[src/rtl/vma_pkg.sv]
// voxel memory accumulator package: commands, status codes, controller states
// no dependencies
package vma_pkg;

  typedef enum logic [1:0] {
    CMD_ADD  = 2'd0,
    CMD_READ = 2'd1,
    CMD_AGE  = 2'd2,
    CMD_NONE = 2'd3
  } cmd_e;

  typedef enum logic [2:0] {
    ST_HIT     = 3'd0,
    ST_NEW     = 3'd1,
    ST_REPLACE = 3'd2,
    ST_EMPTY   = 3'd3,
    ST_ERASED  = 3'd4,
    ST_KEPT    = 3'd5
  } status_e;

  typedef enum logic [2:0] {
    REG_INV_VOXEL = 3'd0,
    REG_DECAY     = 3'd1,
    REG_MIN_HITS  = 3'd2,
    REG_DEF_RED   = 3'd3,
    REG_DEF_GREEN = 3'd4,
    REG_DEF_BLUE  = 3'd5
  } reg_e;

  typedef enum logic [3:0] {
    S_CLEAR,
    S_IDLE,
    S_MUL,
    S_HASH,
    S_PROBE_RD,
    S_PROBE,
    S_WRITE,
    S_SLOT_RD,
    S_SLOT,
    S_DIV,
    S_DONE
  } state_e;

  // slot table size, tied to the 12-bit slot fields
  localparam int unsigned TableEntries = 4096;

  localparam int unsigned KeyW = 21;
  localparam int unsigned HashX = 32'd73856093;
  localparam int unsigned HashY = 32'd19349663;
  localparam int unsigned HashZ = 32'd83492791;

  // controller to datapath
  typedef struct packed {
    logic clear;       // zero one valid bit of the table
    logic capture;     // latch the command beat
    logic quantize;    // register the three products
    logic hash;        // form key and hash base
    logic probe_rd;    // issue read of probe slot
    logic probe_eval;  // evaluate returned probe entry
    logic commit;      // write the chosen slot
    logic slot_rd;     // issue read of addressed slot
    logic slot_eval;   // evaluate read or age
    logic div_start;   // start the mean divisions
    logic div_step;    // one division step
    logic done;        // drive the result
  } ctrl_t;

  // datapath to controller
  typedef struct packed {
    logic [1:0] cmd;
    logic       clear_last;
    logic       probe_last;
    logic       need_div;
    logic       div_last;
  } stat_t;

endpackage

[src/rtl/vma_ctrl.sv]
// voxel memory accumulator controller: sequences add, read and age commands
// depends on vma_pkg
module vma_ctrl
  import vma_pkg::*;
(
  input  logic  clk_i,
  input  logic  rst_ni,
  input  logic  start_i,
  output logic  busy_o,
  input  stat_t stat_i,
  output ctrl_t ctrl_o
);

  state_e state_q, state_d;

  always_ff @(posedge clk_i or negedge rst_ni) begin
    if (!rst_ni) begin
      state_q <= S_CLEAR;
    end else begin
      state_q <= state_d;
    end
  end

  always_comb begin
    state_d = state_q;
    ctrl_o  = '0;
    busy_o  = (state_q != S_IDLE);
    unique case (state_q)
      // one table slot per cycle after reset
      S_CLEAR: begin
        ctrl_o.clear = 1'b1;
        if (stat_i.clear_last) state_d = S_IDLE;
      end
      S_IDLE: begin
        if (start_i) begin
          ctrl_o.capture = 1'b1;
          state_d = S_MUL;
        end
      end
      S_MUL: begin
        unique case (stat_i.cmd)
          CMD_ADD: begin
            ctrl_o.quantize = 1'b1;
            state_d = S_HASH;
          end
          CMD_READ, CMD_AGE: begin
            ctrl_o.slot_rd = 1'b1;
            state_d = S_SLOT_RD;
          end
          default: state_d = S_DONE;
        endcase
      end
      S_HASH: begin
        ctrl_o.hash = 1'b1;
        state_d = S_PROBE_RD;
      end
      S_PROBE_RD: begin
        ctrl_o.probe_rd = 1'b1;
        state_d = S_PROBE;
      end
      S_PROBE: begin
        ctrl_o.probe_eval = 1'b1;
        state_d = stat_i.probe_last ? S_WRITE : S_PROBE_RD;
      end
      S_WRITE: begin
        ctrl_o.commit = 1'b1;
        state_d = S_DONE;
      end
      S_SLOT_RD: begin
        state_d = S_SLOT;
      end
      S_SLOT: begin
        ctrl_o.slot_eval = 1'b1;
        if (stat_i.need_div) begin
          ctrl_o.div_start = 1'b1;
          state_d = S_DIV;
        end else begin
          state_d = S_DONE;
        end
      end
      S_DIV: begin
        ctrl_o.div_step = 1'b1;
        if (stat_i.div_last) state_d = S_DONE;
      end
      S_DONE: begin
        ctrl_o.done = 1'b1;
        state_d = S_IDLE;
      end
      default: state_d = S_IDLE;
    endcase
  end

endmodule

[config.mk]
export PLATFORM = sky130hd
export DESIGN_NAME = vma_ctrl
export DESIGN_NICKNAME = d
export VERILOG_FILES = /design/src/rtl/vma_pkg.sv /design/src/rtl/vma_ctrl.sv
export SDC_FILE = /design/constraint.sdc
export NUM_CORES = 1
export LEC_CHECK = 0
export ABC_AREA = 1
export BUFFER_PORTS_ARGS = -buffer_cell sky130_fd_sc_hd__buf_2
export CORE_AREA = 4 4 41 43
export CTS_CLUSTER_SIZE = 8
export DETAILED_ROUTE_END_ITERATION = 8
export DIE_AREA = 0 0 45 47
export GPL_TIMING_DRIVEN = 0
export SYNTH_ARGS = -nofsm -noshare
export SYNTH_HDL_FRONTEND = slang
export SYNTH_SLANG_ARGS = --single-unit
export TNS_END_PERCENT = 30
[constraint.sdc]
create_clock -name clk_i -period 2.3 [get_ports clk_i]
set_input_delay 0.115 -clock clk_i [delete_from_list [all_inputs] [get_ports clk_i]]
set_output_delay 0.115 -clock clk_i [all_outputs]
set_load 0.01 [all_outputs]
# [Word level (Yosys, flattened, before mapping)]
# Index checks and enable logic that the tools add are counted.
[classes] eq_ne=16 n_mux=22 n_reduce_logical=4
[ops] operator="case mux 4 bit (10 select lines)" count=1
[ops] operator="== test 4 x 3 -> 1 bit, second input constant" count=4
[ops] operator="two-way mux 1 bit" count=14
[ops] operator="== test 4 bit, second input constant" count=3
[ops] operator="two-way mux 4 bit" count=3
[ops] operator="== test 4 x 2 -> 1 bit, second input constant" count=2
[ops] operator="case mux 4 bit (2 select lines)" count=1
[ops] operator="two-way mux 2 bit" count=3
[ops] operator="inequality test 2 bit, second input constant" count=3
[ops] operator="== test 4 x 1 -> 1 bit, second input constant" count=1
[ops] operator="logical NOT 4 bit" count=1
[ops] operator="inequality test 4 x 1 -> 1 bit, second input constant" count=1
[ops] operator="AND reduction 3 bit" count=1
[ops] operator="== test 2 x 1 -> 1 bit, second input constant" count=1
[ops] operator="== test 2 bit, second input constant" count=1
[ops] operator="logical NOT 2 bit" count=1
[ops] operator="OR reduction 2 bit" count=1
[word_totals] regBits=4 inputBits=9

# [Depth between registers and ports, before layout]
[logic_depth] depth_word=4 depth_mapped=9 depth_no_buf=9

# [Worst setup path after synthesis]
# Ideal clock, no wire load.
[synth_path] path_type="register to register" start="register state_q[0]" end="register state_q[0]" setup_ns=0.116 t_arrival_ns=1.042 required_time_ns=2.184 setup_slack_ns=1.141 stages_incl_launch_ff=9 path_buffers=0 cell_sequence="dfrtp_1 -> nor2_2 -> inv_4 -> nor2_4 -> nor2_1 -> nand2_1 -> nand2_1 -> nand2_1 -> nand2_1"
[synth_via] elab_chain_cells=3 word_cells_on_any_way=15 classes_between="12 x eq/ne; 1 x mux; 2 x reduce/logical"
[synth_rtl] item="from (decl)" line_no="vma_ctrl.sv:14" source="state_e state_q, state_d;"
[synth_rtl] item="from (signal assigned)" line_no="vma_ctrl.sv:20" source="state_q <= state_d;"
[synth_rtl] item="== test 4 bit (tied with other cells)" line_no="vma_ctrl.sv:28" source="unique case (state_q)"
[synth_rtl] item="inequality test 2 bit (no source line)"
[synth_rtl] item="AND reduction 3 bit (no source line)"
# Several ways; a longest one is shown, not always the timed one.
# A chain may end at the register's enable or synchronous reset.

==> results.txt <==
outcome: complete, no violations
die footprint: 2115 um^2
maximum clock frequency: 724.6 MHz
Slew Limit Fails: 0
RSZ-0062 raised after global routing: false
Seq/Total Area, Yosys: 22.35%
reg-to-reg endpoint: state_q[0]$_DFFE_PN0P_
Yosys reg bits: 4
Core Rows: 13
Post-Place Cell Area: 571.8 um^2
worst setup path startpoint: state_q[3]$_DFFE_PN0P_
post-route design area: 604.3 um^2
Synth async-reset ratio: 100.0%
post-cts sizing count: 0
Pwr Density: 1064 nW/um^2
synth warn: 0
Worst Max-Slew Pin Slew: 0.3304 ns
Syn Inst Count: 77
Cell variety after synth: 17
CP Max Fanout: 6
Via density: 4.453
synth-to-layout area growth: 34.92%
Primary FF master, synth: dfrtp_1
Global Route Usage Sum: 11.34%
Worst Setup Start Kind: flip-flop
I/O pin count: 22
Seq pwr share: 20.7%
root buf cell: clkbuf_4
largest net degree at the start of global routing: 7
Pre-antenna DRT Iters: 4
Avg Inst Size Synth: 5.817 um^2
Final Hold Viols: 0
total wire length: 1056 um
Clock Sinks: 4
routing usage on met1: 13.79%
Fill cells: 148
nature of the critical path endpoint: primary output
Crit Path Category: reg -> out
clock buffer count from CTS: 3
initial antenna violation count: 0
die width: 45 um
most frequent cell after synthesis: nand2_1
worst hold path type: in -> async
nets: 115
Slew Limit Headroom: 77.69%
FF+latch area: 100.1 um^2
Avg WL per Cell: 9.026 um
Initial Util: 34.42%
area of the multi-input gates: 265.3 um^2
Max H-tree Level: 1
routed vias: 521
Clk Latency, worst-skew pair: 0.23 ns
period utilization: 60.00%
skew final: 0.001366 ns
gr ovfl total: 0
DRT iter0 DRCs: 8
first-pass GRT wire length: 1725 um
# diodes: 0
vias in the first global route: 458
Req. time, crit path: 2.18 ns
sw power: 334.1 uW
core area: 1301 um^2
reg2reg setup slack: 1.03 ns
GRT busiest layer: met2
Lkg Pwr: 0.0004116 uW
Final Util: 46.44%
CTS tree: yes
RePlAce Congestion: 0.8128
IO buf count: 21
antenna-violating nets left: 0
Synth Net Count: 88
clk buf depth: 2
Post-synth top cells: 18 x nand2_1, 15 x inv_1, 13 x nor2_1
post-synth top area cell: dfrtp_1
final hold slack: 0.2123 ns
Mapped Area: 447.9 um^2
detailed-route DRC error count: 0
combinational power share: 66.2%
ranking of synthesized cells by area: dfrtp_1 22%, nand2_1 15%, inv_1 13%
top flop regs: state_q: 4 flops
GR Layer Usage met2: 18.36%
max cap viols: 0
r2r startpoint: state_q[0]$_DFFE_PN0P_
Die Ht: 47 um
final setup fails: 0
Net Sw Frac: 51.96%
number of flip-flops in the largest register: 4
setup TNS: 0 ns
Period minus WS final: 1.380 ns
crit path DAT: 1.27 ns
clock power share: 13.1%
Peak VDD IR: 452.3 uV
clock transition at the registers of the reported paths: 0.04 ns
number of synthesized flops with an enable pin: 0
placed wire-length estimate: 916.7 um
layout cell share with drive strength beyond 1: 40.20%
most flop-heavy register: state_q
met3 Use GR: 1.149%
R2R depth: 8
Power Total: 643.0 uW
Yosys top cell area share: 22.35%
Internal: 308.9 uW
## cells by family after synthesis
family / after synthesis / share of synthesized area, %
AND/OR/NAND/NOR: 47 / 49.16
buffers and inverters: 21 / 18.43
adder cells (fa/ha/maj): 2 / 5.586
AO/OA/AOI/OAI: 3 / 4.469
flip-flops: 4 / 22.35
## layer usage
layer  part of all wire (%)  vias up  routed length (um)
li1                       -      279                   -
met1                     43      218                 457
met5                      0        -                   0
met3                    9.4        2                  99
met2                     45       22                 479
met4                    1.8        0                  19
## layout by cell type, fill, tap and decap left out
cell type | synthesis | final
buf_2 | 0 | 21
nand2_1 | 18 | 18
inv_1 | 15 | 15
nor2_1 | 13 | 13
nor2_2 | 6 | 6
inv_2 | 4 | 4
dfrtp_1 | 4 | 4
nand2_2 | 3 | 3
nor3_1 | 3 | 3
clkbuf_4 | 0 | 3
nand3_1 | 2 | 2
ha_1 | 2 | 2
clkinv_2 | 1 | 1
inv_4 | 1 | 1
nor2_4 | 1 | 1
nand2_4 | 1 | 1
a21oi_1 | 1 | 1
o22ai_1 | 1 | 1
o311ai_0 | 1 | 1
dlygate4sd3_1 | 0 | 1
## what timing repair did
item,CTS,global route
setup endpoints to repair,0,0
hold buffers,1,0
setup buffers,0,0
hold endpoints to repair,4,0
## area by class of cell
class                      count  area share (%)
multi-input combinational     52           43.89
timing repair buffer          22           19.05
sequential                     4           16.56
inverter                      21           13.66
clock buffer                   3           3.727
tap                           15           3.106
## how the worst max path moves through the flow
stage,endpoint,slack (ns)
floorplan,state_q[0]$_DFFE_PN0P_,1.14
global placement,state_q[1]$_DFFE_PN0P_,1.05
detailed placement,state_q[0]$_DFFE_PN0P_,1.04
CTS,ctrl_o[4],0.91
global route,ctrl_o[4],0.81
finish,ctrl_o[4],0.92
## metrics by stage
stage | worst slack (ns) | instances
finish | 0.9199 | 117
global placement | 1.050 | 113
floorplan | 1.141 | 77
global route | 0.8060 | 117
detailed placement | 1.040 | 113
CTS | 0.9083 | 117
## power groups by stage
stage               Sequential (uW)  Clock [uW]  Combinational [uW]
floorplan                       128           0                 317
global placement                133           0                 425
detailed placement              133           0                 428
CTS                             132        90.4                 431
global route                    137        98.1                 477
finish                          133        84.2                 426
## worst max-delay path: stages, from the launching register on
cell and delay [ns]:
dfrtp_1 0.43, inv_2 0.11, nand2_4 0.07, inv_1 0.05, nand2_1 0.07, inv_1 0.08, nand2_1 0.06, inv_1 0.05
buf_2 0.12
No activity file was read; power rests on OpenSTA's default activity.
